**src/sv/ctc_pkg.sv**
```systemverilog
`timescale 1ns / 1ps
// ----------------------------------------------------------------------------
// ctc_pkg
// Shared types and constants of the token classifier: class codes, character
// codes, the input item struct and the keyword rom.
// ----------------------------------------------------------------------------
package ctc_pkg;

	localparam int KW_SLOTS = 64;
	localparam int KW_CHARS = 16;

	typedef enum logic [2:0] {
		CLS_NONE    = 3'd0,
		CLS_COMMENT = 3'd1,
		CLS_KEYWORD = 3'd2,
		CLS_NUMERIC = 3'd3,
		CLS_STRING  = 3'd4,
		CLS_BRACKET = 3'd5
	} ctc_class_t;

	localparam logic [7:0] CH_SLASH  = 8'h2f;
	localparam logic [7:0] CH_DOT    = 8'h2e;
	localparam logic [7:0] CH_ZERO   = 8'h30;
	localparam logic [7:0] CH_NINE   = 8'h39;
	localparam logic [7:0] CH_UPPERF = 8'h46;
	localparam logic [7:0] CH_LOWERF = 8'h66;
	localparam logic [7:0] CH_LBRACE = 8'h7b;
	localparam logic [7:0] CH_RBRACE = 8'h7d;
	localparam logic [7:0] CH_LPAREN = 8'h28;
	localparam logic [7:0] CH_RPAREN = 8'h29;
	localparam logic [7:0] CH_LBRACK = 8'h5b;
	localparam logic [7:0] CH_RBRACK = 8'h5d;
	localparam logic [7:0] CH_SQUOTE = 8'h27;
	localparam logic [7:0] CH_DQUOTE = 8'h22;
	localparam logic [7:0] CH_NUL    = 8'h00;

	typedef logic [KW_CHARS-1:0][7:0] kw_row_t;

	// one accepted item as seen by the token state logic
	typedef struct packed {
		logic       accept;
		logic [7:0] ch;
		logic       last;
		logic       has_metadata;
		logic       line_in_comment;
	} ctc_item_t;

	// keyword text, right-justified in 16 bytes; empty slots are zero
	function automatic logic [8*KW_CHARS-1:0] kw_str(input int k);
		logic [8*KW_CHARS-1:0] s;
		begin
			case (k)
				0:  s = "auto";
				1:  s = "break";
				2:  s = "case";
				3:  s = "char";
				4:  s = "const";
				5:  s = "continue";
				6:  s = "default";
				7:  s = "do";
				8:  s = "double";
				9:  s = "else";
				10: s = "enum";
				11: s = "extern";
				12: s = "float";
				13: s = "for";
				14: s = "goto";
				15: s = "if";
				16: s = "inline";
				17: s = "int";
				18: s = "long";
				19: s = "register";
				20: s = "restrict";
				21: s = "return";
				22: s = "short";
				23: s = "signed";
				24: s = "sizeof";
				25: s = "static";
				26: s = "struct";
				27: s = "switch";
				28: s = "typedef";
				29: s = "union";
				30: s = "unsigned";
				31: s = "void";
				32: s = "volatile";
				33: s = "while";
				34: s = "_Bool";
				35: s = "_Complex";
				36: s = "_Imaginary";
				default: s = '0;
			endcase
			return s;
		end
	endfunction

	// keyword characters indexed by position, zero past the end
	function automatic kw_row_t kw_row(input int k);
		logic [8*KW_CHARS-1:0] s;
		int n;
		kw_row_t r;
		begin
			s = kw_str(k);
			n = 0;
			r = '0;
			for (int i = 0; i < KW_CHARS; i++) begin
				if (s[8*i +: 8] != CH_NUL) n = i + 1;
			end
			for (int i = 0; i < KW_CHARS; i++) begin
				if (i < n) r[i] = s[8*(n-1-i) +: 8];
			end
			return r;
		end
	endfunction

	function automatic logic is_digit_or_dot(input logic [7:0] c);
		return (c == CH_DOT) || (c >= CH_ZERO && c <= CH_NINE);
	endfunction

	function automatic logic is_bracket(input logic [7:0] c);
		return (c == CH_LBRACE) || (c == CH_RBRACE) || (c == CH_LPAREN) ||
			(c == CH_RPAREN) || (c == CH_LBRACK) || (c == CH_RBRACK);
	endfunction

endpackage

```
**src/sv/ctc_if.sv**
```systemverilog
`timescale 1ns / 1ps
// ----------------------------------------------------------------------------
// ctc_if
// Valid/ready channels of the token classifier: characters in, classes out.
// ----------------------------------------------------------------------------
interface ctc_char_if;
	logic       valid;
	logic       ready;
	logic [7:0] ch;
	logic       last;
	logic       has_metadata;
	logic       line_in_comment;

	modport source (output valid, ch, last, has_metadata, line_in_comment, input ready);
	modport sink (input valid, ch, last, has_metadata, line_in_comment, output ready);
endinterface

interface ctc_class_if;
	logic       valid;
	logic       ready;
	logic [2:0] token_class;

	modport source (output valid, token_class, input ready);
	modport sink (input valid, token_class, output ready);
endinterface

```
**src/sv/c_token_classifier.sv**
```systemverilog
`timescale 1ns / 1ps
// ----------------------------------------------------------------------------
// c_token_classifier
// Classifies a C token delivered one character per item; one class item is
// produced on the last character of each token.
// ----------------------------------------------------------------------------
//  channel  dir  payload                                   item
//  chars    in   ch, last, has_metadata, line_in_comment   one character
//  classes  out  token_class                               one per token
//
// one character is taken per cycle unless chars stalls; the class of a token
// is registered when its last character is taken, then offered on classes.
// reset clears the per-token state and empties the output register.
// chars stalls only while the output register holds a class that classes
// does not take in the same cycle.
module c_token_classifier import ctc_pkg::*; #(
	parameter int NUM_KEYWORDS    = 37,
	parameter int MAX_KEYWORD_LEN = 10
) (
	input  logic             clk,
	input  logic             arst_n,
	ctc_char_if.sink         chars,
	ctc_class_if.source      classes
);

	ctc_item_t  item;
	ctc_class_t cls;
	logic       out_valid_q;
	ctc_class_t out_class_q;

	assign chars.ready = !out_valid_q || classes.ready;

	assign item.accept          = chars.valid && chars.ready;
	assign item.ch              = chars.ch;
	assign item.last            = chars.last;
	assign item.has_metadata    = chars.has_metadata;
	assign item.line_in_comment = chars.line_in_comment;

	ctc_token_state #(
		.NUM_KEYWORDS    (NUM_KEYWORDS),
		.MAX_KEYWORD_LEN (MAX_KEYWORD_LEN)
	) u_token_state (
		.clk         (clk),
		.arst_n      (arst_n),
		.item        (item),
		.token_class (cls)
	);

	always_ff @(posedge clk or negedge arst_n) begin
		if (!arst_n) begin
			out_valid_q <= 1'b0;
		end else if (item.accept && item.last) begin
			out_valid_q <= 1'b1;
		end else if (classes.ready) begin
			out_valid_q <= 1'b0;
		end
	end

	always_ff @(posedge clk) begin
		if (item.accept && item.last) out_class_q <= cls;
	end

	assign classes.valid       = out_valid_q;
	assign classes.token_class = out_class_q;

endmodule

```
**src/sv/ctc_kw_match.sv**
```systemverilog
`timescale 1ns / 1ps
// ----------------------------------------------------------------------------
// ctc_kw_match
// Parallel keyword compare: one comparator per rom slot against the current
// character at the current position, gated by the live mask.
// ----------------------------------------------------------------------------
module ctc_kw_match import ctc_pkg::*; #(
	parameter int NUM_KEYWORDS    = 37,
	parameter int MAX_KEYWORD_LEN = 10
) (
	input  logic [NUM_KEYWORDS-1:0] alive,
	input  logic [3:0]              pos,
	input  logic [7:0]              ch,
	output logic [NUM_KEYWORDS-1:0] keep,
	output logic [NUM_KEYWORDS-1:0] ended
);

	logic pos_ok;
	logic [3:0] pos_next;

	// pos is 4 bits, so the row limit of 15 only matters at the top value
	assign pos_ok   = (pos < 4'(MAX_KEYWORD_LEN)) && (pos != 4'hf);
	assign pos_next = pos + 4'd1;

	for (genvar k = 0; k < NUM_KEYWORDS; k++) begin : g_slot
		localparam kw_row_t ROW = kw_row(k);
		logic [7:0] kc;

		assign kc       = ROW[pos];
		assign keep[k]  = alive[k] && pos_ok && (kc != CH_NUL) && (kc == ch);
		assign ended[k] = keep[k] && (ROW[pos_next] == CH_NUL);
	end

endmodule

```
**src/sv/ctc_token_state.sv**
```systemverilog
`timescale 1ns / 1ps
// ----------------------------------------------------------------------------
// ctc_token_state
// Per-token state registers and the class decision made on the last item.
// ----------------------------------------------------------------------------
module ctc_token_state import ctc_pkg::*; #(
	parameter int NUM_KEYWORDS    = 37,
	parameter int MAX_KEYWORD_LEN = 10
) (
	input  logic       clk,
	input  logic       arst_n,
	input  ctc_item_t  item,
	output ctc_class_t token_class
);

	logic [NUM_KEYWORDS-1:0] keyword_alive_q;
	logic [3:0]              char_position_q;
	logic                    numeric_ok_q;
	logic [7:0]              first_char_q;
	logic                    slash_pair_q;

	logic [NUM_KEYWORDS-1:0] keep;
	logic [NUM_KEYWORDS-1:0] ended;
	logic [7:0]              first;
	logic                    slash2;
	logic                    is_comment;
	logic                    is_keyword;
	logic                    is_numeric;
	logic                    is_string;
	logic                    is_brkt;

	ctc_kw_match #(
		.NUM_KEYWORDS    (NUM_KEYWORDS),
		.MAX_KEYWORD_LEN (MAX_KEYWORD_LEN)
	) u_kw_match (
		.alive (keyword_alive_q),
		.pos   (char_position_q),
		.ch    (item.ch),
		.keep  (keep),
		.ended (ended)
	);

	assign first  = (char_position_q == 4'd0) ? item.ch : first_char_q;
	assign slash2 = (char_position_q == 4'd1) ?
		((first_char_q == CH_SLASH) && (item.ch == CH_SLASH)) : slash_pair_q;

	assign is_comment = (item.has_metadata && item.line_in_comment) ||
		((char_position_q != 4'd0) && slash2);
	assign is_keyword = |ended;
	assign is_numeric = numeric_ok_q &&
		(is_digit_or_dot(item.ch) || item.ch == CH_LOWERF || item.ch == CH_UPPERF);
	// quotes only count when no line metadata comes with the token
	assign is_string  = !item.has_metadata &&
		(((first == CH_SQUOTE) && (item.ch == CH_SQUOTE)) ||
		((first == CH_DQUOTE) && (item.ch == CH_DQUOTE)));
	assign is_brkt    = (char_position_q == 4'd0) && is_bracket(item.ch);

	always_comb begin
		if (is_comment) begin
			token_class = CLS_COMMENT;
		end else if (is_keyword) begin
			token_class = CLS_KEYWORD;
		end else if (is_numeric) begin
			token_class = CLS_NUMERIC;
		end else if (is_string) begin
			token_class = CLS_STRING;
		end else if (is_brkt) begin
			token_class = CLS_BRACKET;
		end else begin
			token_class = CLS_NONE;
		end
	end

	always_ff @(posedge clk or negedge arst_n) begin
		if (!arst_n) begin
			keyword_alive_q <= '1;
			char_position_q <= 4'd0;
			numeric_ok_q    <= 1'b1;
			first_char_q    <= 8'd0;
			slash_pair_q    <= 1'b0;
		end else if (item.accept) begin
			if (item.last) begin
				keyword_alive_q <= '1;
				char_position_q <= 4'd0;
				numeric_ok_q    <= 1'b1;
				first_char_q    <= 8'd0;
				slash_pair_q    <= 1'b0;
			end else begin
				keyword_alive_q <= keep;
				if (!is_digit_or_dot(item.ch)) numeric_ok_q <= 1'b0;
				first_char_q    <= first;
				slash_pair_q    <= (char_position_q != 4'd0) && slash2;
				// saturate so very long tokens stay dead for keywords
				if (char_position_q != 4'hf) char_position_q <= char_position_q + 4'd1;
			end
		end
	end

endmodule

```
**src/flat_wrapper.sv**
```systemverilog
// flat-port wrapper written by rule: the top's interface ports become plain ports
module c_token_classifier_flat import ctc_pkg::*;
#(
	parameter int NUM_KEYWORDS    = 37,
	parameter int MAX_KEYWORD_LEN = 10
)
  (clk, arst_n, chars_valid, chars_ch, chars_last, chars_has_metadata, chars_line_in_comment, chars_ready, classes_valid, classes_token_class, classes_ready);
  ctc_char_if chars_i ();
  ctc_class_if classes_i ();
  input  logic clk;
  input  logic arst_n;
  input wire logic [$bits(chars_i.valid)-1:0] chars_valid;
  input wire logic [$bits(chars_i.ch)-1:0] chars_ch;
  input wire logic [$bits(chars_i.last)-1:0] chars_last;
  input wire logic [$bits(chars_i.has_metadata)-1:0] chars_has_metadata;
  input wire logic [$bits(chars_i.line_in_comment)-1:0] chars_line_in_comment;
  output wire logic [$bits(chars_i.ready)-1:0] chars_ready;
  output wire logic [$bits(classes_i.valid)-1:0] classes_valid;
  output wire logic [$bits(classes_i.token_class)-1:0] classes_token_class;
  input wire logic [$bits(classes_i.ready)-1:0] classes_ready;
  assign chars_i.valid = chars_valid;
  assign chars_i.ch = chars_ch;
  assign chars_i.last = chars_last;
  assign chars_i.has_metadata = chars_has_metadata;
  assign chars_i.line_in_comment = chars_line_in_comment;
  assign chars_ready = chars_i.ready;
  assign classes_valid = classes_i.valid;
  assign classes_token_class = classes_i.token_class;
  assign classes_i.ready = classes_ready;
  c_token_classifier #(.NUM_KEYWORDS(NUM_KEYWORDS), .MAX_KEYWORD_LEN(MAX_KEYWORD_LEN)) u_core (.clk(clk), .arst_n(arst_n), .chars(chars_i), .classes(classes_i));
endmodule
```
**config.mk**
```make
export PLATFORM = sky130hd
export DESIGN_NAME = c_token_classifier_flat
export DESIGN_NICKNAME = d
export VERILOG_FILES = /design/src/sv/ctc_pkg.sv /design/src/sv/ctc_if.sv /design/src/sv/c_token_classifier.sv /design/src/sv/ctc_kw_match.sv /design/src/sv/ctc_token_state.sv /design/src/flat_wrapper.sv
export SDC_FILE = /design/constraint.sdc
export NUM_CORES = 1
export LEC_CHECK = 0
export ABC_AREA = 1
export BUFFER_PORTS_ARGS = -buffer_cell sky130_fd_sc_hd__buf_2
export CAP_MARGIN = 20
export CORE_MARGIN = 2
export CORE_UTILIZATION = 35
export CTS_BUF_LIST = sky130_fd_sc_hd__clkbuf_4
export DETAILED_ROUTE_END_ITERATION = 8
export PLACE_DENSITY_LB_ADDON = 0.3
export SYNTH_ARGS = -nofsm -noshare
export SYNTH_HDL_FRONTEND = slang
export SYNTH_SLANG_ARGS = --single-unit
```
**constraint.sdc**
```tcl
create_clock -name clk -period 3.85 [get_ports clk]
set_clock_uncertainty 0.05 [all_clocks]
set_input_delay 0.385 -clock clk [delete_from_list [all_inputs] [get_ports clk]]
set_output_delay 0.385 -clock clk [all_outputs]
set_load 0.02 [all_outputs]
```
## Yosys cells after proc, flatten, opt, wreduce, memory -nomap -nowiden

Memories as Yosys holds them, arrays and structs flattened.
Cells that the tools add are included.

| word-level totals | value |
|---|---|
| register bits | 55 |
| bits in latches | 0 |
| memory bits (writable) | 0 |
| bits in read-only memories | 9472 |
| input port bits | 15 |
| output and inout bits | 5 |
| logic and storage cells | 487 |
| memories kept | 74 |

| operators by class | value |
|---|---|
| add/subtract/negate cells | 1 |
| $mul | 0 |
| divide/modulo/power cells | 0 |
| magnitude comparators | 5 |
| eq/ne operators | 55 |
| shifts and indexed selects | 0 |
| mux-type cells | 89 |
| bitwise operators | 0 |
| reduce and logical (&&, ||, !) cells | 255 |

Memories:

| name | depth | width | rd ports | clocked after Yosys merged registers in | wr ports | RTL line | text |
|---|---|---|---|---|---|---|---|
| (no name shown) | 16 | 8 | 1 | 0 | 0 | ctc_kw_match.sv:29 | `assign kc = ROW[pos];` |
| (no name shown) | 16 | 8 | 1 | 0 | 0 | ctc_kw_match.sv:31 | `assign ended[k] = keep[k] && (ROW[pos_next] == CH_NUL);` |
| (no name shown) | 16 | 8 | 1 | 0 | 0 | ctc_kw_match.sv:29 |  |
| (no name shown) | 16 | 8 | 1 | 0 | 0 | ctc_kw_match.sv:31 |  |
| (no name shown) | 16 | 8 | 1 | 0 | 0 | ctc_kw_match.sv:29 |  |
| (no name shown) | 16 | 8 | 1 | 0 | 0 | ctc_kw_match.sv:29 |  |
| +68 memories | - | - | - | - | - | - |  |

Operator list:

| cell | number |
|---|---|
| 2-to-1 mux 8 bit | 76 |
| == test 8 bit | 37 |
| zero test 8 bit | 37 |
| nonzero test 8 bit | 37 |
| logical AND 1 bit | 160 |
| == test 8 x 6 -> 1 bit (second input constant) | 9 |
| == test 8 x 7 -> 1 bit (second input constant) | 6 |
| OR reduction 39 bit | 1 |
| 2-to-1 mux 37 bit | 1 |
| OR reduction 37 bit | 1 |
| logical OR 1 bit | 11 |
| less-than comparator 4 x 5 -> 1 bit (second input constant) | 2 |
| >= comparator 8 x 6 -> 1 bit (second input constant) | 1 |
| <= comparator 8 x 6 -> 1 bit (second input constant) | 1 |
| 2-to-1 mux 4 bit | 2 |
| 2-to-1 mux 1 bit | 6 |
| 2-to-1 mux 3 bit | 2 |
| adder 4 x 1 -> 4 bit (second input constant) | 1 |
| == test 4 x 1 -> 1 bit (second input constant) | 1 |
| zero test 4 bit | 1 |
| less-than comparator 4 bit (second input constant) | 1 |
| 2-to-1 mux 2 bit | 2 |
| inequality test 4 bit (second input constant) | 1 |
| AND reduction 2 bit | 2 |
| 4 further kinds | 6 |

## Longest topological paths before layout

Gate-level depths: netlist (run 1).

| depth | value |
|---|---|
| depth after elaboration | 11 |
| mapped depth | 19 |
| mapped depth without buffers | 19 |

## Modules after synthesis

Synthesis (run 1) repeated with hierarchy kept, for this count alone.

| unflattened totals | value |
|---|---|
| cells, all modules | 1281 |
| area total of the unflattened synthesis | 7355.8 µm² |

Modules (own cells, without submodules):

| module | instances | cells each | area an instance (µm²) | seq. area each (µm²) |
|---|---|---|---|---|
| ctc_kw_match | 1 | 987 | 4643.2 | 0.0 |
| ctc_token_state | 1 | 282 | 2558.7 | 1323.8 |
| c_token_classifier | 1 | 12 | 153.9 | 115.1 |

## Worst setup path before layout (run 1)

No wires, ideal clock.

| timing path | value |
|---|---|
| kind | reg2reg |
| from | register u_core.u_token_state.char_position_q[1] |
| to | register u_core.out_class_q[1] (netlist: u_core.classes.token_class[1]) (data pin) |
| setup time | 0.250 ns |
| arrival time | 2.799 ns |
| data required time | 3.550 ns |
| slack | 0.751 ns |
| stages on the path, launching flop included | 19 |
| path buffers | 1 |
| period minus slack after synthesis | 3.099 ns |
| cells stage by stage | dfrtp_1 > ha_1 > inv_1 > ha_1 > inv_1 > clkbuf_1 > ha_1 > o21bai_1 > o21ai_0 > o21ai_0 > inv_1 > nand3_1 > nand3_1 > nor2_1 > nand2_1 > nor2_1 > nand3_1 > nand2_1 > inv_1 |

| between the ends | value |
|---|---|
| cells in the longest elaborated chain, start to end | 9 |
| elaborated cells on any way between the ends | 428 |
| classes of those cells | add/sub (1); order compare (1); eq/ne (41); mux (79); reduce/logical (232); memory (74) |

RTL lines:

| item | RTL line | text |
|---|---|---|
| start: declaration | ctc_token_state.sv:17 | `logic [3:0] char_position_q;` |
| start signal: assignment | ctc_token_state.sv:94 | `if (char_position_q != 4'hf) char_position_q <= char_position_q + 4'd1;` |
| parallel branches: the longest is 9 deep, another holds memory (16 x 8 bit) | - |  |
| end signal: assignment | c_token_classifier.sv:60 | `if (item.accept && item.last) out_class_q <= cls;` |
| end: declaration | c_token_classifier.sv:29 | `ctc_class_t out_class_q;` |

Parallel ways; which one is timed is not known. The select of a mux whose other input is x is not followed.
A chain may end at the register's enable or synchronous reset.

## Worst setup path in the final report (run 1)

Ends and elaborated chain as after synthesis.

==> key figures, run 1 <==
Clock tree
  • Longest Clk Path Bufs: 2
  • CTS tree: yes
  • Reg clk slew, reported paths: roughly 0.22 ns
  • H-tree depth: 2
  • Num CTS Buffers: 5
  • Root Buffer: clkbuf_4
  • Clock Sinks: 55
  • Clock Latency Late Sink: 0.47 ns

Synthesis
  • Post-Syn Area: around 0.0072 mm²
  • Sequential share of the synthesized area: between 15 and 20%
  • Seq cells post-synth: between 50 and 60
  • Ys Warns: 0
  • Synth Instances: 1,352
  • Yosys top cell area share: about a quarter
  • EDFF count, synth: 3
  • Synth cell types: 40
  • Commonest cells in the netlist: nand2_1 (490), nor2_1 (235), nand3_1 (162)
  • Top cells by area, synth: nand2_1 (25%), dfstp_2 (14%), nor2_1 (12%)
  • Area leader, netlist: nand2_1
  • Top_reg_cell synth: dfstp_2
  • Net count after synthesis: 1,388
  • Count leader, synth: nand2_1
  • Mean area per synthesized cell: roughly 5.4 µm²
  • Async S/R FF share, synth: ~95%

Pwr
  • Combinational power share: approximately 67%
  • P_int: approximately 1.4 mW
  • Sw power: 1.920 mW
  • Leakage: about 4.2 nW
  • Max VDD drop: 0.1382 mV
  • PD cells: approximately 420 mW/mm²
  • Sw Share: between 50 and 60%
  • Flop pwr share: 22.8%
  • Clock power share: 10.3%

Die
  • Initial Utilization: 35.68%
  • Die width: ~150 µm
  • Core area: between 0.02 and 0.025 mm²
  • Die H: 147.9 µm
  • Row cnt: 52
  • # IOs: 20
  • Die area: approximately 0.022 mm²

Route
  • Via count: 9,526
  • Antenna Nets Post-Route: 0
  • First DRT Iteration DRCs: around 1,400
  • Detailed-route DRC error count: 0
  • First-pass DRT Iterations: 8
  • WL/cell: around 24 µm
  • Via density: just under 6
  • WL final: 38.98 mm

Min path
  • Hold Path Origin: classes_ready
  • Hold Crit Class: primary input to register

Global routing
  • First-pass GRT wire length: between 50 and 60 mm
  • Largest net degree at the start of global routing: 35
  • Initial antenna violation count: 1
  • Vias in the first global route: slightly below 9,000
  • Met2 usage: between 50% and 60%
  • Total gr overflow: 0
  • Met3 Use GR: ~5.5%
  • Gr usage total: 35.28%
  • Met1 GRT Util: between 40% and 50%
  • Top Usage Layer GRT: met2

Critical path
  • Worst Setup Start Kind: register
  • Worst path most repeated cell: nor2_1
  • R2R Path Start: u_core.u_token_state.char_position_q[1]
  • Critical Path Source: u_core.u_token_state.char_position_q[1]
  • Cell Chain, Critical Path: ha_1, inv_1, ha_1, buf_4, ha_1, inv_1, nor2_1, a21oi_1, nor2_1, nand3_1, nand2_1, nor2_1, nand2_1, nor2_1, buf_4, nand3_1, nand2_1, inv_1
  • Setup CP Type: register to register
  • Crit path DAT: approximately 3.8 ns
  • Crit-path leading delay family: simple AND/OR/NAND/NOR gates
  • Crit. End Element: register
  • Max FO, Critical Path: 16
  • Worst path slowest cell: dfrtp_1
  • CP max stage delay: 0.60 ns
  • Required @ worst endpoint: approximately 4.1 ns
  • Bufs and invs on worst path: 5

Timing
  • Slew Viols, Final: 0
  • RSZ-0062 raised after global routing: false
  • Final worst path period need: 3.602 ns
  • Slew @ Worst Pin: between 1 and 1.5 ns
  • Final Hold Viols: 0
  • Hold_ws: roughly 0.11 ns
  • Final worst slack: around 0.25 ns
  • Fin crit share: ~94%
  • Final TNS setup: 0 ns
  • Worst slew margin: between 20% and 30%
  • Finish-stage setup viols: 0
  • Achievable frequency: around 280 MHz

Finish
  • Cell area after layout: approximately 0.008 mm²
  • Fillers: around 2,400
  • Share of cells above drive strength 1: between 10% and 20%
  • Fin nets: 1,403
  • Area Growth Syn to Fin: 9.069%

Placement
  • Area after DPL: between 0.007 and 0.008 mm²
  • Pre-CTS WS: 0.3530 ns
  • Routability cong.: 1.074
  • Final HPWL DP: just under 30 mm
  • PortBufs: 19

Run
  • Max Cap Viol: 0

Status
  • Status: completed
-- layer usage --
layer | vias to the layer above | share of wire, %
li1 | 4359 | -
met1 | 4403 | 41
met2 | 623 | 43
met3 | 141 | 9.5
met4 | 0 | 6.3
met5 | - | 0
-- cell type report --
class | count | area, µm² | area share, %
flip-flops and latches | 55 | 1439 | 18.21
inverters | 105 | 400.4 | 5.068
clock inverters | 3 | 27.53 | 0.3484
multi-input cells | 1123 | 5085 | 64.36
diodes | 1 | 2.502 | 0.03168
clock buffers | 5 | 37.54 | 0.4751
well taps | 270 | 337.8 | 4.276
repair buffers | 77 | 570.5 | 7.222
-- logic make-up (layout without fill, tap and decap cells) --
group	count (synthesis)	after routing	synth area share, %
AOI/OAI and AO/OA	138	138	10.62
xor gates and xnor gates	17	17	2.056
adders and majority gates	21	21	3.628
buffers and inverters	174	190	9.967
DFF	55	55	19.87
other	0	1	0
and+or+nand+nor	947	947	53.86
-- what timing repair did --
item,CTS,global route
hold buffers,1,0
buffers inserted,0,0
resized for setup,0,2
endpoints found under the setup margin,0,2
hold endpoints to repair,4,0
-- placed cells by master (no fill, tap or decap), types with 2 or more instances in the layout --
cell	Yosys	final
a31oi_1	5	5
nor3_1	17	17
o211ai_1	3	3
dfrtp_1	14	14
nor2_2	2	3
o22ai_1	8	8
nand2_2	9	9
o21bai_1	3	3
edfxtp_1	3	3
clkinv_1	4	4
buf_12	0	3
buf_2	29	19
nor2_1	235	234
a21oi_1	49	49
nand3b_1	3	3
buf_4	6	54
inv_2	4	4
xor2_1	16	16
inv_1	96	95
nand4_1	24	24
a22oi_1	10	10
ha_1	21	21
o31ai_1	3	3
dfstp_2	38	38
o21ai_0	53	52
clkinvlp_4	0	2
clkbuf_4	0	5
nand2_1	490	490
nand3_1	162	162
-- flip-flops by register name, indices dropped and copies added, names as in the netlist --
name                                  cells
u_core.u_token_state.first_char_q         8
u_core.u_token_state.numeric_ok_q         1
u_core.u_token_state.char_position_q      4
u_core.classes.valid                      1
u_core.classes.token_class                3
u_core.u_token_state.slash_pair_q         1
u_core.u_token_state.keyword_alive_q     37
-- worst register-to-register path, stage by stage (launching register included) --
cell     delay (ns)
dfrtp_1        0.60
ha_1           0.31
inv_1          0.12
ha_1           0.35
buf_4          0.22
ha_1           0.22
inv_1          0.19
nor2_1         0.08
a21oi_1        0.16
nor2_1         0.07
nand3_1        0.08
nand2_1        0.07
nor2_1         0.15
nand2_1        0.07
nor2_1         0.26
buf_4          0.19
nand3_1        0.11
nand2_1        0.09
inv_1          0.04
-- through the flow --
step	util, %	power, mW	std cells
floorplan	-	2.100	1352
global placement	38.52	2.906	1629
finish	38.92	3.312	1639
detailed placement	38.52	2.884	1629
global route	38.92	3.497	1639
CTS	38.89	3.231	1638
-- power by group through the flow --
| stage | Combinational, mW | Sequential (mW) | Clock [mW] |
|---|---|---|---|
| finish | 2.22 | 0.755 | 0.340 |
| global route | 2.37 | 0.765 | 0.358 |
| CTS | 2.13 | 0.754 | 0.348 |
| detailed placement | 2.12 | 0.764 | 0 |
| global placement | 2.14 | 0.761 | 0 |
| floorplan | 1.35 | 0.755 | 0 |
-- worst paths after layout --
path	end	slack, ns	depth (start not counted)
min in group asynchronous	u_core.u_token_state.char_position_q[0]	0.35	2
worst max register to register	u_core.classes.token_class[1]	0.25	18
worst min register to register	u_core.u_token_state.numeric_ok_q	0.44	2
max in group asynchronous	u_core.u_token_state.keyword_alive_q[25]	2.52	3
worst max-delay path	u_core.classes.token_class[1]	0.25	18
worst min-delay path	u_core.classes.valid	0.11	4
(Power assumes the default switching activity.)
==> run 2, diff against run 1 <==
clock period = 3.3 ns   (was 3.85 ns; I/O delays follow)
==> run 2 against run 1 <==
Against the previous run:
- routed wire length decreased by 2.0%
- die area unchanged
- sequential share of layout area decreased by 0.77 points
- first-iteration DRC count decreased by 29%
- clock-buffer cell count unchanged
- core utilization increased by 1.7 points
- clock power increased by 14%
- highest routed layer unchanged
==> key figures, run 2 (synthesis gave the netlist of run 1 again) <==
Route
  • Via count: between 9,000 and 10,000
  • Via density: approximately 5.7
  • WL/cell: 22.83 µm
  • Detailed-route DRC error count: 0
  • Antenna Nets Post-Route: 0
  • First DRT Iteration DRCs: 1,003
  • WL final: 38.22 mm
  • First-pass DRT Iterations: 6

Finish
  • Most flops, register: u_core.u_token_state.keyword_alive_q
  • Max reg flops: 37
  • Post-route insts no fill: ~1,700
  • Fin nets: 1,437
  • Most common cell after layout, fill and taps aside: nand2_1
  • Area Growth Syn to Fin: 13.96%
  • Largest regs: u_core.u_token_state.keyword_alive_q: 37 flops, u_core.u_token_state.first_char_q: 8 flops, u_core.u_token_state.char_position_q: 4 flops
  • Share of cells above drive strength 1: about an eighth
  • Leading cell types in the layout, fill and taps excluded: nand2_1 (489), nor2_1 (230), nand3_1 (162), inv_1 (94), buf_4 (82)

Min path
  • Hold Crit Class: primary input to register

Placement
  • DP Cell Count: roughly 1,700
  • Routability cong.: 1.073
  • Final HPWL DP: just under 30 mm
  • Pre-CTS WS: 0.1165 ns
  • PortBufs: 19

Clock tree
  • H-tree depth: 2
  • Reg clk slew, reported paths: ~0.22 ns
  • Longest Clk Path Bufs: 2
  • Root Buffer: clkbuf_4
  • Clock Latency Late Sink: roughly 0.45 ns
  • CTS tree: yes
  • Clock Sinks: between 50 and 60
  • Num CTS Buffers: 5

Pwr
  • Max VDD drop: roughly 0.22 mV
  • PD cells: ~480 mW/mm²
  • Leakage: approximately 4.4 nW

Critical path
  • Worst Setup Start Kind: register
  • Worst path most repeated cell: nand2_1
  • Bufs and invs on worst path: 3
  • Max FO, Critical Path: 8
  • Crit path DAT: around 3.4 ns
  • CP max stage delay: between 0.4 and 0.5 ns
  • Worst path slowest cell: dfrtp_1
  • Required @ worst endpoint: about 3.5 ns
  • Crit-path leading delay family: simple AND/OR/NAND/NOR gates
  • Crit. End Element: register
  • Setup CP Type: register to register
  • Cell Chain, Critical Path: clkinv_1, buf_4, ha_1, nor2_1, nor2_1, nand2_1, nand2_1, nor2_1, nand2_1, nand2_1, nand2_1, nand2_1, nor2_1, nand2_1, nor2_2, nand3_1, nand2_1, inv_1

Timing
  • Fin crit share: between 90% and 100%
  • Final TNS setup: 0 ns
  • Final worst slack: between 0.09 and 0.1 ns
  • Worst slew margin: between 40% and 50%
  • Slew Viols, Final: 0
  • RSZ-0062 raised after global routing: false
  • Slew @ Worst Pin: between 0.7 and 0.8 ns
  • Finish-stage setup viols: 0
  • Achievable frequency: about 310 MHz
  • Final Hold Viols: 0
  • Final worst path period need: 3.201 ns

Die
  • Die area: between 0.02 and 0.025 mm²
  • Initial Utilization: 35.68%
  • Die H: ~150 µm
  • # IOs: 20
  • Row cnt: 52
  • Core area: roughly 0.02 mm²
  • Die width: 147.9 µm

Global routing
  • Initial antenna violation count: 1
  • Total gr overflow: 0
  • Largest net degree at the start of global routing: 33
  • Gr usage total: 34.94%
  • First-pass GRT wire length: approximately 57 mm
  • Vias in the first global route: around 9,000

Run
  • Max Cap Viol: 0

Status
  • Status: completed
-- run 2: cell types whose count changed in the layout (fill, tap and decap cells not counted), sizes merged --
cell / change
buf: +34
diode: +1
-- run 2: power breakdown --
part	internal, mW	switching [mW]	total [mW]
combinational	0.815	1.89	2.70
clock	0.0900	0.296	0.386
sequential	0.820	0.0533	0.873
total	1.73	2.23	3.96
-- run 2: layout make-up --
cell class	instances	area (µm²)
Inverter	105	400.4
Clock inverter	3	27.53
Sequential cell	55	1440
Fill cell	2360	12050
Antenna cell	2	5.005
Multi-Input combinational cell	1123	5105
Clock buffer	5	37.54
Timing Repair Buffer	111	900.9
Tap cell	270	337.8
-- run 2: through the flow --
step,hold slack [ns],power [mW],cell area (µm²),utilization [%]
floorplan,-0.01559,2.450,7243,-
global placement,0.3909,3.492,8134,40.07
detailed placement,0.4030,3.461,8134,40.07
CTS,0.07591,3.859,8209,40.44
global route,0.1122,4.213,8254,40.66
finish,0.08710,3.960,8254,40.66
-- run 2: timing repair --
action / 4_1_cts / 5_1_grt
hold buffers: 1 / 0
setup endpoints to repair: 0 / 3
buffers inserted: 0 / 2
endpoints found under the hold margin: 14 / 0
resized for setup: 0 / 11
-- run 2: path summary, 6_finish.rpt --
check / startpoint / end / slack (ns) / cells past startpoint
max in group asynchronous: arst_n / u_core.u_token_state.keyword_alive_q[16] / 1.91 / 3
worst max register to register: u_core.u_token_state.char_position_q[0] / u_core.classes.token_class[1] / 0.1 / 18
worst max-delay path: u_core.u_token_state.char_position_q[0] / u_core.classes.token_class[1] / 0.1 / 18
worst min register to register: u_core.u_token_state.numeric_ok_q / u_core.u_token_state.numeric_ok_q / 0.43 / 2
min in group asynchronous: arst_n / u_core.u_token_state.char_position_q[0] / 0.40 / 2
worst min-delay path: classes_ready / u_core.classes.valid / 0.09 / 4
-- run 2: routing by layer --
| metal | GRT usage [%] | vias to the layer above | routed length, µm |
|---|---|---|---|
| met5 | 0 | - | 0 |
| met4 | 17.86 | 0 | 2410 |
| met3 | 5.833 | 160 | 3706 |
| met2 | 54.47 | 649 | 16340 |
| met1 | 46.62 | 4380 | 15760 |
| li1 | - | 4436 | - |
-- run 2: worst reg2reg max path, stage by stage (launching register included) --
cell and delay [ns]:
dfrtp_1 0.47, clkinv_1 0.08, buf_4 0.12, ha_1 0.46
nor2_1 0.19, nor2_1 0.35, nand2_1 0.12, nand2_1 0.13
nor2_1 0.06, nand2_1 0.16, nand2_1 0.08, nand2_1 0.06
nand2_1 0.04, nor2_1 0.10, nand2_1 0.09, nor2_2 0.17
nand3_1 0.12, nand2_1 0.08, inv_1 0.04
==> run 3, diff against run 2 <==
CTS_BUF_LIST = sky130_fd_sc_hd__clkbuf_4 sky130_fd_sc_hd__clkbuf_8   (was sky130_fd_sc_hd__clkbuf_4)
==> run 3 against run 2 <==
Against the previous run:
- the run now ends with negative hold slack left
- fmax grew 0.73%
- first-iteration DRC count grew 7.4%
- setup slack gained 0.023 ns
- core utilization grew 0.056 points
- largest power group unchanged
- highest routed layer unchanged
==> key figures, run 3 (synthesis gave the netlist of run 1 again) <==
Clock tree
  • Hold_buf cts: 0
  • Clock Latency Late Sink: between 0.3 and 0.4 ns
  • H-tree depth: 2
  • Clock Sinks: 55
  • CTS tree: yes
  • Num CTS Buffers: 5
  • Reg clk slew, reported paths: about 0.14 ns
  • Longest Clk Path Bufs: 2
  • Root Buffer: clkbuf_8

Finish
  • Most flops, register: u_core.u_token_state.keyword_alive_q
  • Leading cell types in the layout, fill and taps excluded: nand2_1 (490), nor2_1 (230), nand3_1 (162), inv_1 (94), buf_4 (82)
  • Fin nets: about 1,400
  • N_diodes: 0
  • Cell area after layout: 0.008265 mm²
  • Area Growth Syn to Fin: 14.11%
  • Share of cells above drive strength 1: ~13%
  • Final core occ: between 40% and 50%
  • Largest regs: u_core.u_token_state.keyword_alive_q: 37 flops, u_core.u_token_state.first_char_q: 8 flops, u_core.u_token_state.char_position_q: 4 flops
  • Max reg flops: 37
  • Most common cell after layout, fill and taps aside: nand2_1

Timing
  • Final Hold Viols: 4
  • Final TNS setup: 0 ns
  • Slew Viols, Final: 0
  • Achievable frequency: 314.6 MHz
  • Slew @ Worst Pin: a little over 0.8 ns
  • Finish-stage setup viols: 0
  • RSZ-0062 raised after global routing: false
  • Worst slew margin: between 40% and 50%
  • Final worst path period need: 3.178 ns
  • Fin crit share: just under 100%
  • Hold_ws: -0.003001 ns
  • Final worst slack: approximately 0.12 ns

Die
  • Die width: ~150 µm
  • Die area: between 0.02 and 0.025 mm²
  • Core area: 0.02030 mm²
  • Die H: around 150 µm
  • # IOs: 20
  • Row cnt: 52
  • Initial Utilization: between 30% and 40%

Pwr
  • Max VDD drop: around 0.2 mV
  • Combinational power share: roughly two thirds
  • Flop pwr share: 21.6%
  • Sw Share: around 56%
  • P_int: between 1.5 and 2 mW
  • Sw power: 2.245 mW
  • PD cells: about 500 mW/mm²
  • Leakage: 4.392 nW
  • Clock power share: 11.6%

Route
  • Detailed-route DRC error count: 0
  • Via density: 5.774
  • Antenna Nets Post-Route: 0
  • First DRT Iteration DRCs: about 1,100
  • Via count: 9,648
  • WL/cell: ~23 µm
  • WL final: 38.18 mm
  • First-pass DRT Iterations: 6

Critical path
  • Crit path DAT: 3.26 ns
  • Max FO, Critical Path: 8
  • Setup CP Type: register to register
  • Worst Setup Start Kind: register
  • Required @ worst endpoint: roughly 3.4 ns
  • Crit. End Element: register

Placement
  • Final HPWL DP: approximately 29 mm
  • Pre-CTS WS: ~0.12 ns
  • Routability cong.: 1.073
  • PortBufs: 19
  • Area after DPL: between 0.008 and 0.009 mm²

Global routing
  • Gr usage total: approximately a third
  • First-pass GRT wire length: 57.38 mm
  • Vias in the first global route: approximately 9,000
  • Largest net degree at the start of global routing: 33
  • Total gr overflow: 0
  • Initial antenna violation count: 0

Status
  • Failing checks: negative hold slack
  • Status: complete, but fails checks

Min path
  • Hold Crit Class: primary input to asynchronous set/reset pin

Run
  • Max Cap Viol: 0
-- run 3: cell count changes in the layout (fill, tap and decap cells not counted) --
cell	previous run	this run
nand2_1	489	490
clkbuf_4	5	0
dlygate4sd3_1	1	0
ha_2	1	0
clkbuf_8	0	5
nand2_2	9	8
ha_1	20	21
diode_2	2	0
-- run 3: critical path: stages (launching register included) --
cell and delay (ns):
dfrtp_1 0.44, clkinv_1 0.08, buf_4 0.12, ha_1 0.46
nor2_1 0.19, nor2_1 0.37, nand2_1 0.13, nand2_1 0.13
nor2_1 0.06, nand2_1 0.16, nand2_1 0.07, nand2_1 0.06
nand2_1 0.05, nor2_1 0.09, nand2_1 0.08, nor2_2 0.17
nand3_1 0.12, nand2_1 0.08, inv_1 0.05
-- run 3: per-stage QoR --
| step | power, mW | std cells |
|---|---|---|
| 6_report | 4.036 | 1671 |
| 5_1_grt | 4.290 | 1671 |
| 4_1_cts | 3.933 | 1669 |
| 3_5_place_dp | 3.461 | 1661 |
| 3_3_place_gp | 3.492 | 1661 |
| 2_1_floorplan | 2.450 | 1352 |
-- run 3: final timing paths --
check                      cells after the start                                       end  slack [ns]                                     from
min in group clk                               4                      u_core.classes.valid        0.19                            classes_ready
hold / removal                                 1   u_core.u_token_state.char_position_q[0]      -0.003                                   arst_n
setup / recovery                              18             u_core.classes.token_class[1]        0.12  u_core.u_token_state.char_position_q[0]
setup reg to reg                              18             u_core.classes.token_class[1]        0.12  u_core.u_token_state.char_position_q[0]
max in group asynchronous                      2  u_core.u_token_state.keyword_alive_q[16]        2.32                                   arst_n
hold reg to reg                                2         u_core.u_token_state.numeric_ok_q        0.43        u_core.u_token_state.numeric_ok_q
-- run 3: timing repair --
item,CTS,global route
resized for setup,0,9
endpoints found under the setup margin,0,3
setup buffers,0,2
-- run 3: final cells by class --
class	count	area, µm²
Fill cell	2359	12030
Multi-Input combinational cell	1123	5100
Sequential cell	55	1440
Timing Repair Buffer	110	890.9
Inverter	105	400.4
Tap cell	270	337.8
Clock buffer	5	68.82
Clock inverter	3	27.53
-- run 3: layer usage --
metal | GRT usage [%] | routed length (µm) | part of all wire [%]
met1 | 46.62 | 15500 | 41
met2 | 54.42 | 16420 | 43
met3 | 5.988 | 3847 | 10
met4 | 17.48 | 2415 | 6.3
met5 | 0 | 0 | 0
-- run 3: power groups by stage --
stage                     clock (mW)  combinational [mW]  sequential (mW)
after floorplan                    0                1.57            0.881
after global placement             0                2.61            0.883
after detailed placement           0                2.58            0.884
after CTS                      0.474                2.59            0.872
after global routing           0.494                2.91            0.885
final                          0.468                2.69            0.873
